File: src/hdl/jsu_pkg.sv
// Types, codes and helper functions shared by the JSON string unescaper.
// No dependencies; the core, front end, queue and back end import this package.
package jsu_pkg;

  localparam int JSU_QUEUE_DEPTH = 4;

  // Characters of interest
  localparam logic [7:0] CH_QUOTE  = 8'h22;
  localparam logic [7:0] CH_BSLASH = 8'h5C;
  localparam logic [7:0] CH_SLASH  = 8'h2F;
  localparam logic [7:0] CH_B      = 8'h62;
  localparam logic [7:0] CH_F      = 8'h66;
  localparam logic [7:0] CH_N      = 8'h6E;
  localparam logic [7:0] CH_R      = 8'h72;
  localparam logic [7:0] CH_T      = 8'h74;
  localparam logic [7:0] CH_U      = 8'h75;
  localparam logic [7:0] CH_NUL    = 8'h00;

  // Surrogate ranges and UTF-8 framing
  localparam logic [15:0] HI_FIRST  = 16'hD800;
  localparam logic [15:0] HI_LAST   = 16'hDBFF;
  localparam logic [15:0] LO_FIRST  = 16'hDC00;
  localparam logic [15:0] LO_LAST   = 16'hDFFF;
  localparam logic [20:0] SUPP_BASE = 21'h10000;
  localparam logic [7:0]  LEAD2     = 8'hC0;
  localparam logic [7:0]  LEAD3     = 8'hE0;
  localparam logic [7:0]  LEAD4     = 8'hF0;
  localparam logic [7:0]  CONT      = 8'h80;

  typedef enum logic [2:0] {
    M_QUOTE = 3'd0,
    M_STR   = 3'd1,
    M_ESC   = 3'd2,
    M_HEX   = 3'd3,
    M_PEND  = 3'd4,
    M_PESC  = 3'd5,
    M_LOHEX = 3'd6
  } mode_t;

  typedef enum logic [1:0] {
    KIND_DATA = 2'd0,
    KIND_END  = 2'd1,
    KIND_ERR  = 2'd2
  } kind_t;

  // One input byte's worth of output, as the back end expands it:
  // error alone, or code point a, then b (raw byte or code point), then end.
  typedef struct packed {
    logic        err;
    logic        fin;
    logic        a_valid;
    logic [20:0] a_cp;
    logic        b_valid;
    logic        b_raw;
    logic [15:0] b_val;
  } job_t;

  function automatic logic [2:0] utf8_len(input logic [20:0] cp);
    logic [2:0] n;
    if (cp < 21'h80)         n = 3'd1;
    else if (cp < 21'h800)   n = 3'd2;
    else if (cp < 21'h10000) n = 3'd3;
    else                     n = 3'd4;
    return n;
  endfunction

  function automatic logic [7:0] utf8_byte(input logic [20:0] cp, input logic [2:0] n,
                                           input logic [1:0] k);
    logic [7:0] b;
    case (n)
      3'd2: b = (k == 2'd0) ? (LEAD2 | {3'b000, cp[10:6]}) : (CONT | {2'b00, cp[5:0]});
      3'd3: begin
        case (k)
          2'd0:    b = LEAD3 | {4'b0000, cp[15:12]};
          2'd1:    b = CONT | {2'b00, cp[11:6]};
          default: b = CONT | {2'b00, cp[5:0]};
        endcase
      end
      3'd4: begin
        case (k)
          2'd0:    b = LEAD4 | {5'b00000, cp[20:18]};
          2'd1:    b = CONT | {2'b00, cp[17:12]};
          2'd2:    b = CONT | {2'b00, cp[11:6]};
          default: b = CONT | {2'b00, cp[5:0]};
        endcase
      end
      default: b = cp[7:0];
    endcase
    return b;
  endfunction

endpackage

File: src/hdl/jsu_in_if.sv
// Input channel: one text byte per word, valid/ready handshake.
// Depends on nothing.
interface jsu_in_if;
  logic       valid;
  logic       ready;
  logic [7:0] text_byte;

  modport source (output valid, output text_byte, input ready);
  modport sink (input valid, input text_byte, output ready);
endinterface

File: src/hdl/jsu_out_if.sv
// Result channel: decoded byte, item kind and last flag, valid/ready handshake.
// Depends on nothing.
interface jsu_out_if;
  logic       valid;
  logic       ready;
  logic [7:0] out_byte;
  logic [1:0] kind;
  logic       last;

  modport source (output valid, output out_byte, output kind, output last, input ready);
  modport sink (input valid, input out_byte, input kind, input last, output ready);
endinterface

File: src/hdl/json_string_unescape_utf8_core.sv
// Top level of the JSON string unescaper: front end, job queue, back end.
// Uses jsu_pkg, jsu_in_if, jsu_out_if, jsu_front, jsu_fifo, jsu_back.
//
//   port     dir  word                      accepted when
//   text     in   text_byte[7:0]            text.valid && text.ready
//   result   out  out_byte[7:0] kind last   result.valid && result.ready
//
// A text byte is taken every cycle while the job queue (QUEUE_DEPTH jobs) has room.
// The back end writes one result word per cycle into the output register while that register
// is free or being taken, so a byte giving n results yields n result words in turn (n up to 6);
// a byte's job passes through the job queue and then the output register before its first word is valid.
// Synchronous reset clears state, queue and output valid.
// A stalled result side fills the queue, then drops text.ready.
module json_string_unescape_utf8_core import jsu_pkg::*; #(
  parameter int QUEUE_DEPTH = JSU_QUEUE_DEPTH
) (
  input  logic      clk,
  input  logic      rst,
  jsu_in_if.sink    text,
  jsu_out_if.source result
);

  logic q_push, q_full, q_pop, q_empty;
  job_t q_din, q_dout;

  jsu_front u_front (
    .clk    (clk),
    .rst    (rst),
    .text   (text),
    .q_full (q_full),
    .push   (q_push),
    .job    (q_din)
  );

  jsu_fifo #(.DEPTH(QUEUE_DEPTH)) u_fifo (
    .clk   (clk),
    .rst   (rst),
    .push  (q_push),
    .din   (q_din),
    .full  (q_full),
    .pop   (q_pop),
    .empty (q_empty),
    .dout  (q_dout)
  );

  jsu_back u_back (
    .clk     (clk),
    .rst     (rst),
    .q_empty (q_empty),
    .job     (q_dout),
    .pop     (q_pop),
    .result  (result)
  );

endmodule

File: src/hdl/jsu_front.sv
// Front end: takes text bytes, runs the escape/surrogate state machine and
// queues one job per byte that yields output. Uses jsu_pkg, jsu_in_if.
module jsu_front import jsu_pkg::*; (
  input  logic   clk,
  input  logic   rst,
  jsu_in_if.sink text,
  input  logic   q_full,
  output logic   push,
  output job_t   job
);

  mode_t       mode, mode_next;
  logic [15:0] hex_accum, hex_accum_next;
  logic [15:0] pending_high, pending_high_next;
  logic [1:0]  digit_count, digit_count_next;

  logic        accept;
  logic [7:0]  c;
  logic        hv;
  logic [3:0]  hd;
  logic [15:0] acc_new;
  logic        hex_done, new_high, new_low;
  logic        esc_ok;
  logic [7:0]  esc_byte;
  logic [20:0] combined;

  assign text.ready = !q_full;
  assign accept     = text.valid && text.ready;
  assign c          = text.text_byte;

  always_comb begin
    hv = 1'b1;
    hd = 4'd0;
    if (c >= 8'h30 && c <= 8'h39)      hd = c[3:0];
    else if (c >= 8'h61 && c <= 8'h66) hd = 4'(c - 8'h57);
    else if (c >= 8'h41 && c <= 8'h46) hd = 4'(c - 8'h37);
    else                               hv = 1'b0;
  end

  always_comb begin
    esc_ok   = 1'b1;
    esc_byte = c;
    case (c)
      CH_QUOTE, CH_BSLASH, CH_SLASH: esc_byte = c;
      CH_B:    esc_byte = 8'h08;
      CH_F:    esc_byte = 8'h0C;
      CH_N:    esc_byte = 8'h0A;
      CH_R:    esc_byte = 8'h0D;
      CH_T:    esc_byte = 8'h09;
      default: esc_ok = 1'b0;
    endcase
  end

  assign acc_new  = {hex_accum[11:0], hd};
  assign hex_done = (digit_count == 2'd3);
  assign new_high = (acc_new >= HI_FIRST) && (acc_new <= HI_LAST);
  assign new_low  = (acc_new >= LO_FIRST) && (acc_new <= LO_LAST);
  assign combined = SUPP_BASE + {1'b0, pending_high[9:0], acc_new[9:0]};

  // next state
  always_comb begin
    mode_next         = mode;
    hex_accum_next    = hex_accum;
    digit_count_next  = digit_count;
    pending_high_next = pending_high;
    unique case (mode) inside
      M_STR: begin
        if (c == CH_NUL || c == CH_QUOTE) mode_next = M_QUOTE;
        else if (c == CH_BSLASH)          mode_next = M_ESC;
      end
      M_ESC, M_PESC: begin
        if (c == CH_U) begin
          hex_accum_next   = '0;
          digit_count_next = 2'd0;
          mode_next        = (mode == M_PESC) ? M_LOHEX : M_HEX;
        end else if (esc_ok) begin
          mode_next = M_STR;
        end else begin
          mode_next = M_QUOTE;
        end
      end
      M_HEX, M_LOHEX: begin
        if (!hv) begin
          mode_next = M_QUOTE;
        end else begin
          hex_accum_next = acc_new;
          if (!hex_done) begin
            digit_count_next = digit_count + 2'd1;
          end else begin
            digit_count_next = 2'd0;
            if (mode == M_LOHEX && new_low) begin
              mode_next = M_STR;
            end else if (new_high) begin
              pending_high_next = acc_new;
              mode_next         = M_PEND;
            end else begin
              mode_next = M_STR;
            end
          end
        end
      end
      M_PEND: begin
        if (c == CH_BSLASH)                    mode_next = M_PESC;
        else if (c == CH_NUL || c == CH_QUOTE) mode_next = M_QUOTE;
        else                                   mode_next = M_STR;
      end
      default: begin
        mode_next = (c == CH_QUOTE) ? M_STR : M_QUOTE;
      end
    endcase
  end

  // job for the back end
  always_comb begin
    job = '0;
    unique case (mode) inside
      M_STR: begin
        if (c == CH_NUL)        job.err = 1'b1;
        else if (c == CH_QUOTE) job.fin = 1'b1;
        else if (c != CH_BSLASH) begin
          job.b_valid = 1'b1;
          job.b_raw   = 1'b1;
          job.b_val   = {8'h00, c};
        end
      end
      M_ESC: begin
        if (esc_ok) begin
          job.b_valid = 1'b1;
          job.b_raw   = 1'b1;
          job.b_val   = {8'h00, esc_byte};
        end else if (c != CH_U) begin
          job.err = 1'b1;
        end
      end
      M_HEX, M_LOHEX: begin
        if (!hv) begin
          job.err = 1'b1;
        end else if (hex_done) begin
          if (mode == M_LOHEX && new_low) begin
            job.a_valid = 1'b1;
            job.a_cp    = combined;
          end else if (mode == M_LOHEX) begin
            job.a_valid = 1'b1;
            job.a_cp    = {5'b00000, pending_high};
            job.b_valid = !new_high;
            job.b_val   = acc_new;
          end else if (!new_high) begin
            job.a_valid = 1'b1;
            job.a_cp    = {5'b00000, acc_new};
          end
        end
      end
      M_PEND: begin
        if (c == CH_NUL) begin
          job.err = 1'b1;
        end else if (c != CH_BSLASH) begin
          job.a_valid = 1'b1;
          job.a_cp    = {5'b00000, pending_high};
          job.fin     = (c == CH_QUOTE);
          job.b_valid = (c != CH_QUOTE);
          job.b_raw   = 1'b1;
          job.b_val   = {8'h00, c};
        end
      end
      M_PESC: begin
        if (esc_ok) begin
          job.a_valid = 1'b1;
          job.a_cp    = {5'b00000, pending_high};
          job.b_valid = 1'b1;
          job.b_raw   = 1'b1;
          job.b_val   = {8'h00, esc_byte};
        end else if (c != CH_U) begin
          job.err = 1'b1;
        end
      end
      default: begin
        job.err = (c != CH_QUOTE);
      end
    endcase
  end

  assign push = accept && (job.err || job.fin || job.a_valid || job.b_valid);

  always_ff @(posedge clk) begin
    if (rst) begin
      mode         <= M_QUOTE;
      hex_accum    <= '0;
      digit_count  <= 2'd0;
      pending_high <= '0;
    end else if (accept) begin
      mode         <= mode_next;
      hex_accum    <= hex_accum_next;
      digit_count  <= digit_count_next;
      pending_high <= pending_high_next;
    end
  end

endmodule

File: src/hdl/jsu_fifo.sv
// Short job queue between front and back end.
// Uses jsu_pkg for the job type.
module jsu_fifo import jsu_pkg::*; #(
  parameter int DEPTH = JSU_QUEUE_DEPTH
) (
  input  logic clk,
  input  logic rst,
  input  logic push,
  input  job_t din,
  output logic full,
  input  logic pop,
  output logic empty,
  output job_t dout
);

  localparam int PW = (DEPTH > 1) ? $clog2(DEPTH) : 1;
  localparam int CW = $clog2(DEPTH + 1);
  localparam logic [PW-1:0] LAST_PTR = PW'(DEPTH - 1);
  localparam logic [CW-1:0] FULL_CNT = CW'(DEPTH);

  job_t          entries [DEPTH];
  logic [PW-1:0] wr_ptr, rd_ptr;
  logic [CW-1:0] count;

  assign full  = (count == FULL_CNT);
  assign empty = (count == '0);
  assign dout  = entries[rd_ptr];

  always_ff @(posedge clk) begin
    if (rst) begin
      wr_ptr <= '0;
      rd_ptr <= '0;
      count  <= '0;
    end else begin
      if (push) wr_ptr <= (wr_ptr == LAST_PTR) ? '0 : wr_ptr + 1'b1;
      if (pop)  rd_ptr <= (rd_ptr == LAST_PTR) ? '0 : rd_ptr + 1'b1;
      if (push && !pop)      count <= count + 1'b1;
      else if (pop && !push) count <= count - 1'b1;
    end
  end

  always_ff @(posedge clk) begin
    if (push) entries[wr_ptr] <= din;
  end

endmodule

File: src/hdl/jsu_back.sv
// Back end: expands the head job into result words, one per cycle while the output register is
// free or being taken, into that output register. Uses jsu_pkg, jsu_out_if.
module jsu_back import jsu_pkg::*; (
  input  logic       clk,
  input  logic       rst,
  input  logic       q_empty,
  input  job_t       job,
  output logic       pop,
  jsu_out_if.source  result
);

  logic [2:0] idx;
  logic [2:0] la, lb, total, idx_b;
  logic       load, item_last;
  logic [7:0] item_byte;
  kind_t      item_kind;

  logic       ov;
  logic [7:0] ob;
  kind_t      okind;
  logic       olast;

  assign la    = job.a_valid ? utf8_len(job.a_cp) : 3'd0;
  assign lb    = !job.b_valid ? 3'd0 :
                 job.b_raw ? 3'd1 : utf8_len({5'b00000, job.b_val});
  assign total = job.err ? 3'd1 : (la + lb + {2'b00, job.fin});
  assign idx_b = idx - la;

  always_comb begin
    item_kind = KIND_DATA;
    item_byte = 8'h00;
    if (job.err) begin
      item_kind = KIND_ERR;
    end else if (idx < la) begin
      item_byte = utf8_byte(job.a_cp, la, idx[1:0]);
    end else if (idx_b < lb) begin
      item_byte = job.b_raw ? job.b_val[7:0]
                            : utf8_byte({5'b00000, job.b_val}, lb, idx_b[1:0]);
    end else begin
      item_kind = KIND_END;
    end
  end

  assign item_last = (idx == total - 3'd1);
  assign load      = !q_empty && (!ov || result.ready);
  assign pop       = load && item_last;

  always_ff @(posedge clk) begin
    if (rst) begin
      ov  <= 1'b0;
      idx <= 3'd0;
    end else begin
      if (load)              ov <= 1'b1;
      else if (result.ready) ov <= 1'b0;
      if (load) idx <= item_last ? 3'd0 : idx + 3'd1;
    end
  end

  always_ff @(posedge clk) begin
    if (load) begin
      ob    <= item_byte;
      okind <= item_kind;
      olast <= item_last;
    end
  end

  assign result.valid    = ov;
  assign result.out_byte = ob;
  assign result.kind     = okind;
  assign result.last     = olast;

endmodule
File: src/flat_wrapper.sv
// flat-port wrapper written by rule: the top's interface ports become plain ports
module json_string_unescape_utf8_core_flat import jsu_pkg::*;
#(
  parameter int QUEUE_DEPTH = JSU_QUEUE_DEPTH
)
  (clk, rst, text_valid, text_text_byte, text_ready, result_valid, result_out_byte, result_kind, result_last, result_ready);
  jsu_in_if text_i ();
  jsu_out_if result_i ();
  input  logic clk;
  input  logic rst;
  input wire logic [$bits(text_i.valid)-1:0] text_valid;
  input wire logic [$bits(text_i.text_byte)-1:0] text_text_byte;
  output wire logic [$bits(text_i.ready)-1:0] text_ready;
  output wire logic [$bits(result_i.valid)-1:0] result_valid;
  output wire logic [$bits(result_i.out_byte)-1:0] result_out_byte;
  output wire logic [$bits(result_i.kind)-1:0] result_kind;
  output wire logic [$bits(result_i.last)-1:0] result_last;
  input wire logic [$bits(result_i.ready)-1:0] result_ready;
  assign text_i.valid = text_valid;
  assign text_i.text_byte = text_text_byte;
  assign text_ready = text_i.ready;
  assign result_valid = result_i.valid;
  assign result_out_byte = result_i.out_byte;
  assign result_kind = result_i.kind;
  assign result_last = result_i.last;
  assign result_i.ready = result_ready;
  json_string_unescape_utf8_core #(.QUEUE_DEPTH(QUEUE_DEPTH)) u_core (.clk(clk), .rst(rst), .text(text_i), .result(result_i));
endmodule
File: config.mk
export PLATFORM = sky130hd
export DESIGN_NAME = json_string_unescape_utf8_core_flat
export DESIGN_NICKNAME = d
export VERILOG_FILES = /design/src/hdl/jsu_pkg.sv /design/src/hdl/jsu_in_if.sv /design/src/hdl/jsu_out_if.sv /design/src/hdl/json_string_unescape_utf8_core.sv /design/src/hdl/jsu_front.sv /design/src/hdl/jsu_fifo.sv /design/src/hdl/jsu_back.sv /design/src/flat_wrapper.sv
export SDC_FILE = /design/constraint.sdc
export NUM_CORES = 1
export LEC_CHECK = 0
export ABC_AREA = 1
export CAP_MARGIN = 10
export CORE_ASPECT_RATIO = 2
export CORE_MARGIN = 8
export CORE_UTILIZATION = 58
export DETAILED_ROUTE_END_ITERATION = 10
export DONT_BUFFER_PORTS = 1
export PLACE_DENSITY = 0.82
export SYNTH_ARGS = -nofsm -noshare
export SYNTH_HDL_FRONTEND = slang
export SYNTH_SLANG_ARGS = --single-unit
File: constraint.sdc
create_clock -name clk -period 6.05 [get_ports clk]
set_input_delay 0 -clock clk [delete_from_list [all_inputs] [get_ports clk]]
set_output_delay 0 -clock clk [all_outputs]
set_load 0.05 [all_outputs]
* Word-level counts from Yosys, hierarchy flattened
Memories as Yosys holds them, arrays and structs flattened. A register that Yosys moved wholly into a read port is not among the register bits.
Cells that the tools add are included.
** Word-level totals
- Flip-flop bits (word level) :: 55
- Latch bits :: 0
- Bits in writable memories :: 168
- Memory bits (read-only) :: 0
- Bits of input ports :: 12
- Output and inout port bits :: 13
- Logic and storage cells :: 211
- Memories kept :: 1
** Operators by class
- Add/subtract/negate cells :: 13
- $mul :: 0
- Div/mod/pow operators :: 0
- $lt $le $gt $ge :: 17
- Equality and inequality tests :: 37
- Shift-type cells :: 0
- Mux-type cells :: 91
- Bitwise logic cells :: 1
- Reduce and logical (&&, ||, !) cells :: 38
** Memories
- u_core.u_fifo.entries :: words 4, bits a word 42, read ports 1, clocked after memory_dff 1, write ports 1, RTL line jsu_fifo.sv:21 : job_t entries [DEPTH];
** Operator list (count)
- 41-bit 2-to-1 mux :: 2
- 16-bit case mux with 5 select lines :: 1
- 18-bit 2-to-1 mux :: 4
- 22-bit 2-to-1 mux :: 3
- 22-bit case mux with 3 select lines :: 1
- 16-bit 2-to-1 mux :: 4
- 3-bit 2-to-1 mux :: 20
- 8-bit by 7-bit equality test with 1-bit output, second input constant :: 7
- 8-bit case mux with 3 select lines :: 2
- 23-bit 2-to-1 mux :: 2
- 7-bit case mux with 3 select lines :: 2
- 40-bit 2-to-1 mux :: 1
- 8-bit case mux with 5 select lines :: 1
- 16-bit >= comparator, second input constant :: 2
- 16-bit less-or-equal comparator, second input constant :: 2
- 7-bit case mux with 2 select lines :: 2
- 12-bit 2-to-1 mux :: 2
- 8-bit 2-to-1 mux :: 3
- 12-bit case mux with 2 select lines :: 1
- 17-bit by 20-bit adder with 21-bit output, first input constant :: 1
- 21-bit by 12-bit < comparator with 1-bit output, second input constant :: 1
- 21-bit by 17-bit < comparator with 1-bit output, second input constant :: 1
- 21-bit by 8-bit < comparator with 1-bit output, second input constant :: 1
- 1-bit 2-to-1 mux :: 21
- 49 further kinds :: 110

* Depth between registers and ports, before layout
- Depth in word-level cells :: 20
- Gate-level depth with buffers :: 29
- Mapped depth without buffers :: 27

* Hierarchy
From an unflattened synthesis, not the netlist that was laid out.
** Second synthesis, totals
- Cell total of the unflattened synthesis :: 1214
- Area, all modules :: 11419.7 sq um
** Modules (own cells, without submodules)
- jsu_fifo :: instances 1, cells an instance 465, area an instance 6764.0 sq um, seq. area each 5225.0 sq um
- jsu_front :: instances 1, cells an instance 421, area an instance 2613.8 sq um, seq. area each 660.6 sq um
- jsu_back :: instances 1, cells an instance 328, area an instance 2042.0 sq um, seq. area each 410.4 sq um

* Least setup slack after synthesis
No wires, ideal clock.
- Path type :: register to register
- Start :: register with a tool-made name
- End :: register u_core.u_fifo.count[2]
- Library setup time :: 122 ps
- Data arrival time :: 4139 ps
- Data required time :: 5928 ps
- Setup slack :: 1789 ps
- Cell stages (with the launch flop) :: 27
- Path through :: dfxtp_1 -> buf_6 -> inv_6 -> buf_6 -> nand2_1 -> nand3_1 -> nand2_1 -> nand2_1 -> nor2_2 -> nand3b_2 -> nand2_1 -> fa_1 -> fa_1 -> or2_2 -> ha_1 -> xnor2_1 -> inv_1 -> nand4_1 -> nand2_2 -> nand3_2 -> ha_1 -> inv_1 -> fa_1 -> a21oi_1 -> o21ai_0 -> o21ai_0 -> a21oi_1
** RTL lines
- end signal: assignment :: RTL line jsu_fifo.sv:37 : if (push && !pop) count <= count + 1'b1;
- end signal: assignment :: RTL line jsu_fifo.sv:38 : else if (pop && !push) count <= count - 1'b1;
- end: declaration :: RTL line jsu_fifo.sv:23 : logic [CW-1:0] count;

==> flow_metrics.env <==
export IMPL_clock_path_buffers=3
export IMPL_post_route_period_util_pct=83.2
export IMPL_die_x_um=115
export IMPL_drive_above_1_share_pct=6.83
export IMPL_ant_nets=0
export IMPL_synth_flop_cell="edfxtp_1"
export IMPL_wl_met2_um=14500
export IMPL_hold_viol=0
export IMPL_final_cell_mix="nand2_1, edfxtp_1, inv_1"
export IMPL_synth_cells=1292
export IMPL_synthDistinctLibCells=47
export IMPL_cp_start_kind="register"
export IMPL_hpwl_um=20500
export IMPL_crit_fanout=33
export IMPL_grt_pass1_wl_um=46000
export IMPL_wl_met1_um=11200
export IMPL_clk_insertion_delay_late_ps=510
export IMPL_io_buffers=0
export IMPL_finalNonFillerCells=1565
export IMPL_cts_hold_buf=9
export IMPL_path_class="register to register"
export IMPL_maxCapViolations=0
export IMPL_post_cts_buffers=0
export IMPL_power_share_clock_pct=26.5
export IMPL_setup_violations=0
export IMPL_critical_path_required_ps=6440
export IMPL_grt_pass1_vias=8824
export IMPL_min_period_ps=5030
export IMPL_irDropWorstVdd_mv=0.322
export IMPL_syn_nets=1329
export IMPL_critPathTopFamily="adder cells"
export IMPL_yosys_register_bits=225
export IMPL_crit_path_top_delay_cell="inv_2"
export IMPL_avgSynthCellArea_sq_um=8.89
export IMPL_yosysSeqAreaShare_pct=54.8
export IMPL_max_stage_delay_ps=480
export IMPL_place_congestion=0.969
export IMPL_gr_total_overflow=0
export IMPL_htree_num_levels=1
export IMPL_power_switching_mw=1.94
export IMPL_dpl_instance_area_sq_mm=0.0117
export IMPL_cts_buffers=20
export IMPL_finalNetCount=1326
export IMPL_p_leak_nw=4.77
export IMPL_nFillCells=1621
export IMPL_status="complete, no violations"
export IMPL_top_layer="met4"
export IMPL_ctsResizeCount=0
export IMPL_path_buf_inv=3
export IMPL_swShare_pct=37.7
export IMPL_setup_tns_ps=0
export IMPL_fin_skew_ps=13.4
export IMPL_rows=73
export IMPL_synth_area_sq_mm=0.0115
export IMPL_antenna_found_initial=0
export IMPL_internal_power_mw=3.21
export IMPL_powerDensity_mw_per_mm2=413
export IMPL_grt_setup_unrepaired="no"
export IMPL_wl_per_cell_um=18.3
export IMPL_grt_max_degree=86
export IMPL_pin_count=25
export IMPL_slew_violations=0
export IMPL_die_height_um=215
export IMPL_synth_edf_count=179
export IMPL_via_count=9105
export IMPL_diodes=0
export IMPL_min_path_type="input port to register"
export IMPL_initial_core_util_pct=58.5
export IMPL_worst_pin_slew_ps=1090
export IMPL_core_sq_mm=0.0196
export IMPL_crit_path_end_kind="register"
export IMPL_seqPwrFrac_pct=40.6
export IMPL_ctsRootBufferMaster="clkbuf_16"
export IMPL_synth_warnings=0
export IMPL_place_inst=1520
export IMPL_power_total_mw=5.15
export IMPL_area_delta_synth_final_pct=8.58
export IMPL_async_flop_share_pct=0
export IMPL_dieArea_sq_mm=0.0248
export IMPL_fin_hold_ws_ps=21.3
export IMPL_cts_sinks=225
export IMPL_comb_power_share_pct=32.9
export IMPL_cts_tree="yes"
export IMPL_track_usage_pct=23.4
export IMPL_drt_total_wl_um=28700
export IMPL_met3_length_um=1580
export IMPL_layout_commonest_cell="nand2_1"
export IMPL_stdcell_area_sq_mm=0.0125
export IMPL_path_cells="inv_2 -> nand3_1 -> nand2_1 -> nand2_1 -> nor2_2 -> nand3b_2 -> nand2_1 -> fa_1 -> fa_1 -> or2_2 -> ha_1 -> xnor2_1 -> inv_1 -> nand4_1 -> nand2_2 -> nand3_2 -> ha_1 -> inv_1 -> fa_1 -> a21oi_1 -> o21ai_0 -> o21ai_0 -> a21oi_1"
export IMPL_critPathArrivalTime_ps=5430
export IMPL_path_clk_slew_ps=70
export IMPL_maxSlewHeadroom_pct=26.9
export IMPL_dr_pass1_iters=5
export IMPL_dr_first_iter_drc_count=857
export IMPL_remaining_drc_errors=0
export IMPL_via_per_inst=5.82
export IMPL_max_freq_mhz=199
==> logic make-up after synthesis <==
| group | Yosys count | synth area share [%] |
|---|---|---|
| adders and majority gates | 25 | 2.99 |
| and+or+nand+nor | 657 | 24.5 |
| muxes | 3 | 0.262 |
| AOI/OAI and AO/OA | 199 | 10.2 |
| xor gates and xnor gates | 7 | 0.534 |
| buffers and inverters | 176 | 6.74 |
| DFF | 225 | 54.8 |
==> sequential cells by signal, indices dropped and copies added, names as in the netlist, named ones only <==
signal	count
u_core.u_back.idx	3
u_core.u_back.result.kind	2
u_core.u_back.result.last	1
u_core.u_back.result.out_byte	8
u_core.u_back.result.valid	1
u_core.u_fifo.count	3
u_core.u_fifo.entries	168
u_core.u_fifo.rd_ptr	2
u_core.u_fifo.wr_ptr	2
u_core.u_front.digit_count	2
u_core.u_front.hex_accum	12
u_core.u_front.mode	3
u_core.u_front.pending_high	16
==> layer usage <==
| metal | GRT usage, % | vias to the layer above |
|---|---|---|
| met2 | 39.7 | 337 |
| met4 | 11.8 | 0 |
| met5 | 0 | - |
| li1 | - | 4371 |
| met3 | 2.70 | 79 |
| met1 | 28.4 | 4318 |
==> synthesized netlist by cell type, types with 5 or more instances <==
cell type	n	area share (%)
clkbuf_1	16	0.52
nand2_1	362	12
o21ai_1	9	0.39
buf_2	11	0.48
nor3_1	10	0.44
a21oi_1	51	2.2
nand2_2	12	0.65
o22a_1	5	0.38
o211ai_1	13	0.85
nand3_1	121	5.3
o22ai_1	15	0.82
nand3b_1	6	0.39
nand4_1	17	0.93
xor2_1	5	0.38
nor2_1	113	3.7
inv_2	6	0.20
inv_1	122	4.0
o21ai_0	84	3.7
edfxtp_1	179	47
buf_6	5	0.49
buf_4	15	0.98
dfxtp_1	46	8.0
ha_1	21	2.3
==> worst paths after layout <==
path	start	endpoint	slack, ps	depth (start not counted)
worst max-delay path	register	u_core.u_fifo.count[2]	1020	23
worst max register to register	register	u_core.u_fifo.count[2]	1020	23
worst min-delay path	text_text_byte[6]	u_core.u_front.pending_high[3]	20	4
worst min register to register	u_core.u_front.digit_count[1]	u_core.u_front.digit_count[1]	470	2
==> stage by stage <==
| stage | utilization, % | setup slack [ps] |
|---|---|---|
| CTS | 63.5 | 1040 |
| global route | 63.5 | 605 |
| floorplan | - | 1790 |
| global placement | 59.4 | 1240 |
| finish | 63.5 | 1020 |
| detailed placement | 59.4 | 1090 |
==> area by class of cell <==
type / count / area (sq um) / share of cell area, %
sequential: 225 / 6300 / 50.5
clock buffer: 25 / 541 / 4.34
inverter: 129 / 489 / 3.92
multi-input combinational: 891 / 4450 / 35.7
clock inverter: 11 / 163 / 1.30
timing repair buffer: 22 / 200 / 1.61
tap: 262 / 328 / 2.63
==> worst reg2reg max path, stage by stage, from the launching register on <==
cell and delay [ps]:
dfxtp_1 330, inv_2 480, nand3_1 190, nand2_1 180, nand2_1 90, nor2_2 160, nand3b_2 220, nand2_1 100
fa_1 460, fa_1 450, or2_2 300, ha_1 200, xnor2_1 210, inv_1 70, nand4_1 100, nand2_2 100
nand3_2 100, ha_1 170, inv_1 70, fa_1 440, a21oi_1 150, o21ai_0 120, o21ai_0 160, a21oi_1 60
==> power groups by stage <==
| stage | registers (mW) | logic [mW] | clock network (mW) |
|---|---|---|---|
| global placement | 2.12 | 1.65 | 0 |
| CTS | 2.09 | 1.68 | 1.38 |
| floorplan | 2.10 | 1.28 | 0 |
| finish | 2.09 | 1.69 | 1.37 |
| detailed placement | 2.13 | 1.67 | 0 |
| global route | 2.11 | 1.90 | 1.43 |
No activity file was read; power rests on OpenSTA's default activity.
